[src/design/umps_pkg.sv]
// umps_pkg: shared types and constants of the masked pattern search core
// depends on nothing; imported by umps_out_if, umps_match and the top level
package umps_pkg;

	localparam int MAX_PATTERN_BYTES = 16;
	localparam int OFFSET_BITS       = 32;
	localparam int LEN_W             = 5;
	localparam int IDX_W             = (MAX_PATTERN_BYTES > 1) ? $clog2(MAX_PATTERN_BYTES) : 1;
	localparam int REG_W             = 64;
	localparam int REG_BYTES         = REG_W / 8;
	localparam int ADDR_W            = 6;
	localparam int RESULT_OFFSET_W   = 32;

	localparam logic [OFFSET_BITS-1:0] COUNT_MAX = '1;

	localparam logic [7:0] MASK_CMP = 8'hFF;
	localparam logic [7:0] MASK_ANY = 8'h00;

	// register indexes (byte address is 8 times the index)
	localparam logic [2:0] REG_PATTERN_LOW  = 3'd0;
	localparam logic [2:0] REG_PATTERN_HIGH = 3'd1;
	localparam logic [2:0] REG_MASK_LOW     = 3'd2;
	localparam logic [2:0] REG_MASK_HIGH    = 3'd3;
	localparam logic [2:0] REG_PATTERN_LEN  = 3'd4;

	typedef enum logic [1:0] {
		ST_SUCCESS   = 2'd0,
		ST_INVALID   = 2'd1,
		ST_COLLISION = 2'd2,
		ST_NOT_FOUND = 2'd3
	} scan_status_t;

	typedef logic [MAX_PATTERN_BYTES-1:0][7:0] window_t;

	typedef struct packed {
		window_t           pattern;
		window_t           mask;
		logic [LEN_W-1:0]  length;
	} match_cfg_t;

	typedef struct packed {
		logic hit;
		logic len_ok;
	} match_res_t;

endpackage

[src/design/umps_if.sv]
// umps_if: valid/ready channels of the masked pattern search core
// depends on umps_pkg
interface umps_in_if;
	logic       valid;
	logic       ready;
	logic [7:0] image_byte;
	logic       last_byte;

	modport source (output valid, output image_byte, output last_byte, input ready);
	modport sink   (input valid, input image_byte, input last_byte, output ready);
endinterface

interface umps_out_if;
	import umps_pkg::*;
	logic                         valid;
	logic                         ready;
	scan_status_t                 scan_status;
	logic [RESULT_OFFSET_W-1:0]   match_offset;

	modport source (output valid, output scan_status, output match_offset, input ready);
	modport sink   (input valid, input scan_status, input match_offset, output ready);
endinterface

[src/design/umps_match.sv]
// umps_match: masked compare of the newest pattern bytes of the window
// depends on umps_pkg
module umps_match (
	input  umps_pkg::window_t    window,
	input  umps_pkg::match_cfg_t cfg,
	output umps_pkg::match_res_t res
);
	import umps_pkg::*;

	always_comb begin
		logic [LEN_W:0] pos;
		logic [7:0]     m;
		logic [7:0]     p;
		logic [7:0]     w;
		logic           ok;
		res.len_ok = (cfg.length != '0) &&
			({1'b0, cfg.length} <= (LEN_W+1)'(MAX_PATTERN_BYTES));
		ok = 1'b1;
		for (int i = 0; i < MAX_PATTERN_BYTES; i++) begin
			// pattern byte i lines up with window byte MAX - length + i
			pos = (LEN_W+1)'(MAX_PATTERN_BYTES + i) - {1'b0, cfg.length};
			m   = cfg.mask[i];
			p   = cfg.pattern[i];
			w   = window[pos[IDX_W-1:0]];
			if ((LEN_W+1)'(i) < {1'b0, cfg.length}) begin
				if (m != MASK_CMP && m != MASK_ANY) begin
					ok = 1'b0;
				end else if (m == MASK_CMP && w != p) begin
					ok = 1'b0;
				end
			end
		end
		res.hit = ok && res.len_ok;
	end

endmodule

[src/design/unique_masked_pattern_search_core.sv]
// unique_masked_pattern_search_core: masked byte signature scan with uniqueness check
// depends on umps_pkg, umps_if (umps_in_if, umps_out_if) and umps_match
// a final byte's result passes the window register, then the result register
// throughput: one byte per cycle; only a final byte can stall, when the result register is full
// the single-bit match/collision update between consecutive bytes bounds the rate
// reset: arst_n clears config registers, window, counters and both handshake stages at once
module unique_masked_pattern_search_core (
	input  logic                          clk,
	input  logic                          arst_n,
	umps_in_if.sink                       image,
	umps_out_if.source                    result,
	input  logic                          psel,
	input  logic                          penable,
	input  logic                          pwrite,
	input  logic [umps_pkg::ADDR_W-1:0]   paddr,
	input  logic [umps_pkg::REG_W-1:0]    pwdata,
	output logic [umps_pkg::REG_W-1:0]    prdata,
	output logic                          pready
);
	import umps_pkg::*;

	// configuration registers
	logic [REG_W-1:0] pattern_low_q;
	logic [REG_W-1:0] pattern_high_q;
	logic [REG_W-1:0] mask_low_q;
	logic [REG_W-1:0] mask_high_q;
	logic [LEN_W-1:0] pattern_len_q;

	// scan stage: window and byte count belong to the item held in s1
	window_t                 window_q;
	logic [OFFSET_BITS-1:0]  count_q;
	logic                    valid_s1;
	logic                    last_s1;

	// match history of the current image
	logic                    match_q;
	logic                    collision_q;
	logic [OFFSET_BITS-1:0]  found_q;

	// result register
	logic                        out_valid_q;
	scan_status_t                status_q;
	logic [RESULT_OFFSET_W-1:0]  offset_q;

	match_cfg_t              cfg;
	match_res_t              mres;
	logic [2:0]              reg_idx;
	logic                    cfg_wr;
	logic                    in_xfer;
	logic                    fire;
	logic                    step_hit;
	logic                    enough;
	logic                    match_now;
	logic                    collision_now;
	logic [OFFSET_BITS-1:0]  offset_now;
	logic [OFFSET_BITS-1:0]  len_ext;
	scan_status_t            status_now;

	// ---------------- APB configuration port ----------------
	assign pready  = 1'b1;
	assign reg_idx = paddr[ADDR_W-1:3];
	assign cfg_wr  = psel && penable && pwrite && pready;

	always_ff @(posedge clk or negedge arst_n) begin
		if (!arst_n) begin
			pattern_low_q  <= '0;
			pattern_high_q <= '0;
			mask_low_q     <= '0;
			mask_high_q    <= '0;
			pattern_len_q  <= '0;
		end else if (cfg_wr) begin
			case (reg_idx)
				REG_PATTERN_LOW:  pattern_low_q  <= pwdata;
				REG_PATTERN_HIGH: pattern_high_q <= pwdata;
				REG_MASK_LOW:     mask_low_q     <= pwdata;
				REG_MASK_HIGH:    mask_high_q    <= pwdata;
				REG_PATTERN_LEN:  pattern_len_q  <= pwdata[LEN_W-1:0];
				default: ;  // writes past the register list are dropped
			endcase
		end
	end

	always_comb begin
		case (reg_idx)
			REG_PATTERN_LOW:  prdata = pattern_low_q;
			REG_PATTERN_HIGH: prdata = pattern_high_q;
			REG_MASK_LOW:     prdata = mask_low_q;
			REG_MASK_HIGH:    prdata = mask_high_q;
			REG_PATTERN_LEN:  prdata = REG_W'(pattern_len_q);
			default:          prdata = '0;
		endcase
	end

	// byte 0 of the pattern sits in bits 7..0 of the low register
	assign cfg.pattern = window_t'({pattern_high_q, pattern_low_q});
	assign cfg.mask    = window_t'({mask_high_q, mask_low_q});
	assign cfg.length  = pattern_len_q;

	// ---------------- handshake ----------------
	// a non-final byte always moves on; a final byte needs a free result register
	assign fire     = valid_s1 && (!last_s1 || !out_valid_q || result.ready);
	assign image.ready = !valid_s1 || fire;
	assign in_xfer  = image.valid && image.ready;

	// ---------------- window and count ----------------
	// when the previous byte closed an image, the new byte starts a fresh window
	always_ff @(posedge clk or negedge arst_n) begin
		if (!arst_n) begin
			window_q <= '0;
			count_q  <= '0;
			last_s1  <= 1'b0;
		end else if (in_xfer) begin
			if (last_s1) begin
				window_q <= '0;
				window_q[MAX_PATTERN_BYTES-1] <= image.image_byte;
				count_q  <= OFFSET_BITS'(1);
			end else begin
				for (int i = 0; i < MAX_PATTERN_BYTES - 1; i++) begin
					window_q[i] <= window_q[i+1];
				end
				window_q[MAX_PATTERN_BYTES-1] <= image.image_byte;
				// count saturates at all ones
				if (count_q != COUNT_MAX) begin
					count_q <= count_q + OFFSET_BITS'(1);
				end
			end
			last_s1 <= image.last_byte;
		end
	end

	always_ff @(posedge clk or negedge arst_n) begin
		if (!arst_n) begin
			valid_s1 <= 1'b0;
		end else if (image.ready) begin
			valid_s1 <= image.valid;
		end
	end

	// ---------------- compare ----------------
	umps_match u_match (
		.window (window_q),
		.cfg    (cfg),
		.res    (mres)
	);

	assign len_ext       = OFFSET_BITS'(pattern_len_q);
	assign enough        = count_q >= len_ext;
	assign step_hit      = mres.hit && enough;
	assign match_now     = match_q || step_hit;
	assign collision_now = collision_q || (step_hit && match_q);
	// the first matching offset is kept; later hits only flag a collision
	assign offset_now    = match_q ? found_q : (count_q - len_ext);

	always_comb begin
		if (!mres.len_ok || !enough) begin
			status_now = ST_INVALID;
		end else if (collision_now) begin
			status_now = ST_COLLISION;
		end else if (match_now) begin
			status_now = ST_SUCCESS;
		end else begin
			status_now = ST_NOT_FOUND;
		end
	end

	always_ff @(posedge clk or negedge arst_n) begin
		if (!arst_n) begin
			match_q     <= 1'b0;
			collision_q <= 1'b0;
			found_q     <= '0;
		end else if (fire) begin
			if (last_s1) begin
				// image done: history goes back to its cleared state
				match_q     <= 1'b0;
				collision_q <= 1'b0;
				found_q     <= '0;
			end else begin
				match_q     <= match_now;
				collision_q <= collision_now;
				found_q     <= offset_now;
			end
		end
	end

	// ---------------- result register ----------------
	always_ff @(posedge clk or negedge arst_n) begin
		if (!arst_n) begin
			out_valid_q <= 1'b0;
		end else if (fire && last_s1) begin
			out_valid_q <= 1'b1;
		end else if (result.ready) begin
			out_valid_q <= 1'b0;
		end
	end

	always_ff @(posedge clk) begin
		if (fire && last_s1) begin
			status_q <= status_now;
			offset_q <= (status_now == ST_SUCCESS) ?
				offset_now[RESULT_OFFSET_W-1:0] : '0;
		end
	end

	assign result.valid        = out_valid_q;
	assign result.scan_status  = status_q;
	assign result.match_offset = offset_q;

`ifndef NO_ASSERTIONS
	// a collision can only follow a recorded match
	a_collision_needs_match: assert property (@(posedge clk) disable iff (!arst_n)
		collision_q |-> match_q)
		else $error("collision flagged without a match");

	// an offset is reported only for a unique match
	a_offset_only_on_success: assert property (@(posedge clk) disable iff (!arst_n)
		(out_valid_q && status_q != ST_SUCCESS) |-> (offset_q == '0))
		else $error("nonzero offset on a non-success result");

	// the byte after a final byte restarts the count
	a_count_restarts: assert property (@(posedge clk) disable iff (!arst_n)
		(in_xfer && last_s1) |=> (count_q == OFFSET_BITS'(1)))
		else $error("byte count did not restart after final byte");

	// the input stalls only for a final byte facing a full result register
	a_stall_cause: assert property (@(posedge clk) disable iff (!arst_n)
		!image.ready |-> (valid_s1 && last_s1 && out_valid_q && !result.ready))
		else $error("input stalled without a pending final byte");
`endif

endmodule
[src/flat_wrapper.sv]
// flat-port wrapper written by rule: the top's interface ports become plain ports
module unique_masked_pattern_search_core_flat import umps_pkg::*;
  (clk, arst_n, psel, penable, pwrite, paddr, pwdata, prdata, pready, image_valid, image_image_byte, image_last_byte, image_ready, result_valid, result_scan_status, result_match_offset, result_ready);
  umps_in_if image_i ();
  umps_out_if result_i ();
  input  logic clk;
  input  logic arst_n;
  input  logic psel;
  input  logic penable;
  input  logic pwrite;
  input  logic [umps_pkg::ADDR_W-1:0] paddr;
  input  logic [umps_pkg::REG_W-1:0] pwdata;
  output logic [umps_pkg::REG_W-1:0] prdata;
  output logic pready;
  input wire logic [$bits(image_i.valid)-1:0] image_valid;
  input wire logic [$bits(image_i.image_byte)-1:0] image_image_byte;
  input wire logic [$bits(image_i.last_byte)-1:0] image_last_byte;
  output wire logic [$bits(image_i.ready)-1:0] image_ready;
  output wire logic [$bits(result_i.valid)-1:0] result_valid;
  output wire logic [$bits(result_i.scan_status)-1:0] result_scan_status;
  output wire logic [$bits(result_i.match_offset)-1:0] result_match_offset;
  input wire logic [$bits(result_i.ready)-1:0] result_ready;
  assign image_i.valid = image_valid;
  assign image_i.image_byte = image_image_byte;
  assign image_i.last_byte = image_last_byte;
  assign image_ready = image_i.ready;
  assign result_valid = result_i.valid;
  assign result_scan_status = result_i.scan_status;
  assign result_match_offset = result_i.match_offset;
  assign result_i.ready = result_ready;
  unique_masked_pattern_search_core u_core (.clk(clk), .arst_n(arst_n), .image(image_i), .result(result_i), .psel(psel), .penable(penable), .pwrite(pwrite), .paddr(paddr), .pwdata(pwdata), .prdata(prdata), .pready(pready));
endmodule
[config.mk]
export PLATFORM = sky130hd
export DESIGN_NAME = unique_masked_pattern_search_core_flat
export DESIGN_NICKNAME = d
export VERILOG_FILES = /design/src/design/umps_pkg.sv /design/src/design/umps_if.sv /design/src/design/umps_match.sv /design/src/design/unique_masked_pattern_search_core.sv /design/src/flat_wrapper.sv
export SDC_FILE = /design/constraint.sdc
export NUM_CORES = 1
export LEC_CHECK = 0
export ABC_AREA = 1
export BUFFER_PORTS_ARGS = -buffer_cell sky130_fd_sc_hd__buf_2
export CAP_MARGIN = 5
export CORE_ASPECT_RATIO = 0.6
export CORE_MARGIN = 1.5
export CORE_UTILIZATION = 40
export DETAILED_ROUTE_END_ITERATION = 10
export PLACE_DENSITY_LB_ADDON = 0.3
export SLEW_MARGIN = 20
export SYNTH_ARGS = -nofsm -noshare
export SYNTH_HDL_FRONTEND = slang
export SYNTH_SLANG_ARGS = --single-unit
[constraint.sdc]
create_clock -name clk -period 5.2 [get_ports clk]
set_clock_uncertainty 0.05 [all_clocks]
set_input_delay 0.52 -clock clk [delete_from_list [all_inputs] [get_ports clk]]
set_output_delay 0.52 -clock clk [all_outputs]
set_load 0.05 [all_outputs]
==> metrics.yaml, run 1 <==
slew_viol_final: 0
syn_area_per_cell_um2: 6.995
drc_errors: 0
cp.required_ns: 5.51
overflow: 0
yosysWarnings: 0
cts_tree: "done"
setup_viol: 0
antenna_found_initial: 1
synthAdderAreaFrac_pct: 0.6412
grt_pass1_vias: 27800
synth_top_family_by_area: "simple AND/OR/NAND/NOR gates"
path_class: "reg -> reg"
initial_core_util_pct: 40.35
ios: 187
clkLatencyLatePin_ns: 0.64
wl_um: 124700
rsz0062_at_grt: "no"
finalHoldViolCount: 0
syn-num-nets: 4453
place_ws_ns: 0.7134
cts_setup_buffers: 0
synthMuxAreaShare_pct: 0
yosysUniqueCellTypes: 57
io_buffers: 182
layout.nets: 4498
synth_edf_count: 34
yosys.area_share.simple_pct: 35.99
cts.sinks: 492
critical_path_arrival_ns: 4.92
vias_per_cell: 5.851
layout-drive-gt1-share_pct: 9.247
clkTransAtPathRegs_ns: 0.06
fin_ws_ns: 0.5924
drv_cap: 0
drtIter0Drc: 5113
dp_hpwl_um: 94080
gp_congestion: 1.030
core-area_mm2: 0.07544
worstPathMaxFanout: 54
fin_tns_setup_ns: 0
dr.pass1.iters: 6
async_flop_share_pct: 93.09
synth-seq-area-share_pct: 41.00
worstSetupStartpointType: "flip-flop"
worst_slew_pin_slew_ns: 1.106
syn2layout_area_growth_pct: 11.02
fin_crit_sh_pct: 88.61
cts_max_level: 2
cts-hold-fix-buffers: 1
layout_common_cells: "nand2_1, nand3_1, o21ai_0, dfrtp_1, inv_1"
cts_resized: 0
finalCriticalPeriod_ns: 4.608
wire_per_inst_um: 22.94
die_area_mm2: 0.07783
status: "completed"
synth_compound_area_share_pct: 13.01
p_per_area_mw_per_mm2: 470.8
vdd_drop_max_uv: 305.3
ctsRootBufferMaster: "clkbuf_16"
synthFlopType: "dfrtp_1"
grt_usage_pct: 31.47
synth_xor_area_share_pct: 1.299
endpoint_kind: "flip-flop"
num-fill-cells: 7627
synthesis.area_mm2: 0.03044
total_leakage_power_nw: 15.92
relSlewSlack_pct: 26.27
die_h_um: 216.7
ys_seq_elements: 492
synthCells: 4352
fmax_mhz: 217.0
grt_max_degree: 129
num_rows: 78
die_x_um: 359.2
final_common_cell: "nand2_1"
hp-class: "in -> reg"
ant_nets: 0
cts_made_buffers: 51
vias: 31810
grt_pass1_wl_um: 185200
cts_buffer_depth: 3
-- synthesized netlist by cell type (2+ instances only) --
cell type,number,area share (%)
clkbuf_1,155,1.9
a32oi_1,2,0.058
buf_1,31,0.38
a31oi_1,5,0.10
nor2_1,179,2.2
nand2_2,6,0.12
o211ai_1,20,0.49
a22oi_1,31,0.76
clkinv_1,4,0.049
o21ai_1,4,0.066
xnor2_1,3,0.086
edfxtp_1,34,3.4
a221o_1,8,0.26
xor2_4,2,0.18
nor4_1,41,0.84
ha_1,14,0.58
nand4_1,41,0.84
dfrtp_1,458,38
nor3_1,25,0.41
nand3_1,916,15
nand2_1,1238,15
xor2_1,34,0.98
o22ai_1,54,1.1
nor2_2,33,0.68
or2_2,5,0.10
o31ai_1,7,0.17
inv_2,8,0.099
a21oi_1,59,0.97
o21a_1,5,0.12
buf_4,18,0.44
o221ai_1,5,0.14
o2111ai_1,5,0.14
buf_6,12,0.44
inv_1,323,4.0
nand3b_1,7,0.17
buf_2,45,0.74
o21ai_0,481,7.9
a221oi_1,15,0.43
-- flip-flops by register name, summed over array words and instances (netlist names), 2 cells and up --
name,flops
u_core.pattern_len_q,5
u_core.pattern_low_q,64
u_core.pattern_high_q,64
u_core.count_q,32
u_core.result.match_offset,32
u_core.found_q,32
u_core.window_q,128
u_core.result.scan_status,2
u_core.mask_high_q,64
u_core.mask_low_q,64
-- layer usage --
metal | routed length (um) | vias to the layer above | track usage (%)
li1 | - | 14780 | -
met1 | 58650 | 14990 | 49.80
met2 | 45220 | 1883 | 38.85
met3 | 17980 | 156 | 11.69
met4 | 2865 | 2 | 7.177
met5 | 13 | - | 0
-- per-stage QoR --
step	total power, mW	instances	hold WS [ns]	utilization (%)	instance area, um^2
after floorplan	9.449	4352	0.1744	-	30440
after global placement	11.83	5343	0.4184	42.63	32160
after detailed placement	11.91	5343	0.4237	42.63	32160
after CTS	15.64	5434	0.02176	44.79	33790
after global routing	16.70	5434	0.04842	44.79	33790
final	15.91	5436	0.05526	44.80	33800
-- path summary, 6_finish.rpt --
check                                         start                             end  slack [ns]  depth (start not counted)
max in group asynchronous                    arst_n               u_core.count_q[5]        3.44                          3
hold / removal                  image_image_byte[7]            u_core.window_q[127]        0.06                          3
min in group asynchronous                    arst_n              u_core.found_q[26]        0.43                          2
setup reg to reg            u_core.pattern_len_q[0]  u_core.result.match_offset[13]        0.59                         24
hold reg to reg            u_core.pattern_low_q[10]        u_core.pattern_low_q[10]        0.44                          2
setup / recovery            u_core.pattern_len_q[0]  u_core.result.match_offset[13]        0.59                         24
-- power breakdown --
group | switching, mW | internal (mW) | total, mW
clock | 1.70 | 2.04 | 3.74
combinational | 5.20 | 2.00 | 7.21
sequential | 0.593 | 4.38 | 4.97
-- cell families after synthesis --
logic type | count (synthesis)
and+or+nand+nor | 2498
AOI/OAI and AO/OA | 710
buffers and inverters | 596
DFF | 492
xor gates and xnor gates | 40
adders and majority gates | 15
other | 1
-- worst max-delay path, cell delays in order, from the launching register on --
cell and delay (ns):
dfrtp_4 0.47, buf_4 0.48, ha_1 0.27, inv_1 0.06
fa_1 0.43, nand2_1 0.10, nor2_1 0.07, nand2_1 0.06
inv_1 0.04, nor2_1 0.27, inv_1 0.11, nor2_1 0.20
nand2_1 0.15, inv_1 0.09, nand3_1 0.24, nor2_1 0.22
nor2_1 0.16, o21a_1 0.15, nand2_1 0.07, nor2_2 0.06
nand2_1 0.09, nand2_2 0.08, nand4_4 0.13, buf_12 0.19
nor2_2 0.04
-- cell type report --
class	instances	area [um^2]	share of cell area [%]
Multi-Input combinational cell	3264	15570	46.08
Antenna cell	2	5.005	0.01481
Timing Repair Buffer	253	1594	4.716
Sequential cell	492	12490	36.95
Clock buffer	68	1430	4.231
Inverter	335	1261	3.732
Clock inverter	22	195.2	0.5775
Tap cell	1000	1251	3.702
(Power assumes the default switching activity.)
==> run 2, diff against run 1 <==
--- a/config.mk
+++ b/config.mk
@@ -5,7 +5,6 @@
 export SDC_FILE = /design/constraint.sdc
 export NUM_CORES = 1
 export LEC_CHECK = 0
-export ABC_AREA = 1
 export BUFFER_PORTS_ARGS = -buffer_cell sky130_fd_sc_hd__buf_2
 export CAP_MARGIN = 5
 export CORE_ASPECT_RATIO = 0.6
==> run 2 against run 1 <==
Total power is 11% lower; worst hold slack improved by 0.020 ns; register-to-register slack worse by 0.29 ns; clock power rose by 4%; count of clock-buffer cells in the layout up 3; maximum frequency fell by 5.8%; first-iteration DRC count down 40%; routed wire length fell by 16%; area after synthesis grew 2.3%; die area grew 2.2%; largest power group is now registers; final area grew 4.1%.
==> metrics.yaml, run 2 <==
synthesis.area_mm2: 0.03113
vdd_drop_max_uv: 247.7
total_leakage_power_nw: 15.26
total_power_mw: 14.14
cp.required_ns: 5.60
ctsRootBufferMaster: "clkbuf_16"
grt_pass1_wl_um: 158200
wl_um: 105300
endpoint_kind: "flip-flop"
final_common_cell: "dfrtp_1"
instances_no_fill: 3934
relSlewSlack_pct: 27.49
whs_endpoint: "u_core.result.valid"
yosys.area.top_type_share_pct: 36.82
diodes: 0
reg2reg_from: "u_core.pattern_len_q[2]"
cts.sinks: 492
gp_congestion: 0.9796
dp_hpwl_um: 77890
io_buffers: 182
core-area_mm2: 0.07632
rsz0062_at_grt: "no"
cts_made_buffers: 51
setup_viol: 0
dp.cells: 3837
syn_area_per_cell_um2: 11.42
die_x_um: 363.2
drc_errors: 0
cts_buffer_depth: 3
synth_commonest_cells: "dfrtp_1, nand2_1, mux2_2"
synthFlopType: "dfrtp_1"
fin_util_pct: 46.12
dr.pass1.iters: 7
grt_pass1_vias: 23960
finalCriticalPeriod_ns: 4.893
ios: 187
fin_crit_sh_pct: 94.10
vias: 24980
r2r_setup_slack_ns: 0.31
synth-seq-area-share_pct: 40.09
initial_core_util_pct: 40.79
async_flop_share_pct: 93.09
ant_nets: 0
finalHoldViolCount: 0
drv_cap: 0
slew_viol_final: 0
grt_max_degree: 153
num_rows: 78
die_area_mm2: 0.07957
grt_usage_pct: 26.38
vias_per_cell: 6.349
critical_path_arrival_ns: 5.30
ys_seq_elements: 492
hp-class: "in -> reg"
cts_max_level: 2
synth_edf_count: 34
yosysUniqueCellTypes: 69
layout.nets: 2952
synthCells: 2725
status: "completed"
reg2reg_to: "u_core.result.match_offset[5]"
synth_most_common_cell: "dfrtp_1"
min-delay-start: "result_ready"
worstPathMaxFanout: 26
fmax_mhz: 204.4
wire_per_inst_um: 26.77
path_class: "reg -> reg"
num-fill-cells: 7008
worst_slew_pin_slew_ns: 1.088
holdPathStages: 2
worstSetupStartpointType: "flip-flop"
largest_reg_flops: 128
fin_tns_setup_ns: 0
yosysTopAreaCell: "dfrtp_1"
overflow: 0
die_h_um: 219.1
syn2layout_area_growth_pct: 13.07
clkTransAtPathRegs_ns: 0.06
cts_tree: "done"
largest_register: "u_core.window_q"
yosysWarnings: 0
layout-drive-gt1-share_pct: 30.82
yosys-top-cells-area: "dfrtp_1, mux4_2, mux2_2"
layout_common_cells: "dfrtp_1, nand2_1, mux2_2, mux4_2, buf_2"
p_per_area_mw_per_mm2: 401.8
syn-num-nets: 2826
r2r_cells: 16
drtIter0Drc: 3054
clkLatencyLatePin_ns: 0.63
antenna_found_initial: 0
-- run 2: changes by cell type in the layout (fill, tap and decap cells not counted), moves of 25 or more --
cell,change
a221o_1,+51
a22o_1,+77
a22oi_1,+25
inv_1,-306
mux2_2,+277
mux2i_1,+113
mux4_2,+216
nand2_1,-868
nand3_1,-743
nor2_1,-103
o21ai_0,-422
o22ai_1,-46
xnor2_1,+77
xor2_1,+71
-- run 2: per-layer routing --
metal	global-route usage (%)	routed length (um)	vias up
li1	-	-	10610
met1	39.14	46600	13000
met2	36.01	43120	1216
met3	10.02	13350	148
met4	5.732	2252	0
met5	0	0	-
-- run 2: cell type report --
| cell class | instances | area (um^2) | area share, % |
|---|---|---|---|
| clock buffer | 71 | 1485 | 4.219 |
| sequential | 492 | 12490 | 35.49 |
| multi-input combinational | 2015 | 17800 | 50.58 |
| inverter | 20 | 76.32 | 0.2168 |
| tap | 1040 | 1301 | 3.697 |
| clock inverter | 25 | 257.7 | 0.7323 |
| timing repair buffer | 271 | 1785 | 5.073 |
-- run 2: what timing repair did --
action	4_1_cts	5_1_grt
endpoints found under the setup margin	0	34
hold endpoints to repair	79	0
hold buffers	1	0
gates resized for setup	0	5
buffers inserted	0	0
-- run 2: per-stage QoR --
stage	worst slack, ns	cell area, um^2	hold slack, ns
finish	0.3070	35200	0.07481
global route	0.01124	35200	0.08425
CTS	0.1888	35170	0.05048
detailed placement	0.2493	33410	0.4227
global placement	0.3732	33410	0.4108
floorplan	0.03020	31150	0.1744
-- run 2: critical path: stages, from the launching register on --
cell and delay [ns]:
dfrtp_2 0.47, inv_2 0.09, buf_4 0.48, ha_1 0.24
nor2b_1 0.22, or3_1 0.16, and2_2 0.34, mux4_2 0.37
xor2_1 0.15, or3_1 0.39, a2111oi_0 0.45, buf_4 0.22
o2111a_1 0.22, nand4_4 0.25, nor2_8 0.17, buf_12 0.19
mux2i_1 0.23
-- run 2: worst max-delay path by stage --
stage / from / endpoint / slack [ns] / depth (start not counted)
2_1_floorplan: u_core.pattern_len_q[1] / u_core.result.match_offset[0] / 0.03 / 20
4_1_cts: u_core.pattern_len_q[2] / u_core.result.match_offset[5] / 0.19 / 16
3_3_place_gp: u_core.pattern_len_q[1] / u_core.result.match_offset[11] / 0.37 / 15
3_5_place_dp: u_core.pattern_len_q[2] / u_core.result.match_offset[5] / 0.25 / 16
6_report: u_core.pattern_len_q[2] / u_core.result.match_offset[5] / 0.31 / 16
5_1_grt: u_core.pattern_len_q[0] / u_core.result.match_offset[5] / 0.01 / 17
-- run 2: kinds of logic (layout without fill, tap and decap cells) --
family	Yosys count	count (layout)	share of synthesized area (%)
xor+xnor	188	188	5.313
compound gates	351	351	8.541
flops	492	492	40.09
other cells	1	1	0.01205
fa+ha+maj	15	15	0.6270
mux	607	607	29.35
buf+inv	218	387	3.083
simple gates	853	853	12.98
-- run 2: where the power goes --
group | internal [mW] | switching, mW
registers | 4.45 | 0.713
clock network | 2.20 | 1.67
logic | 2.08 | 3.02
total | 8.74 | 5.41
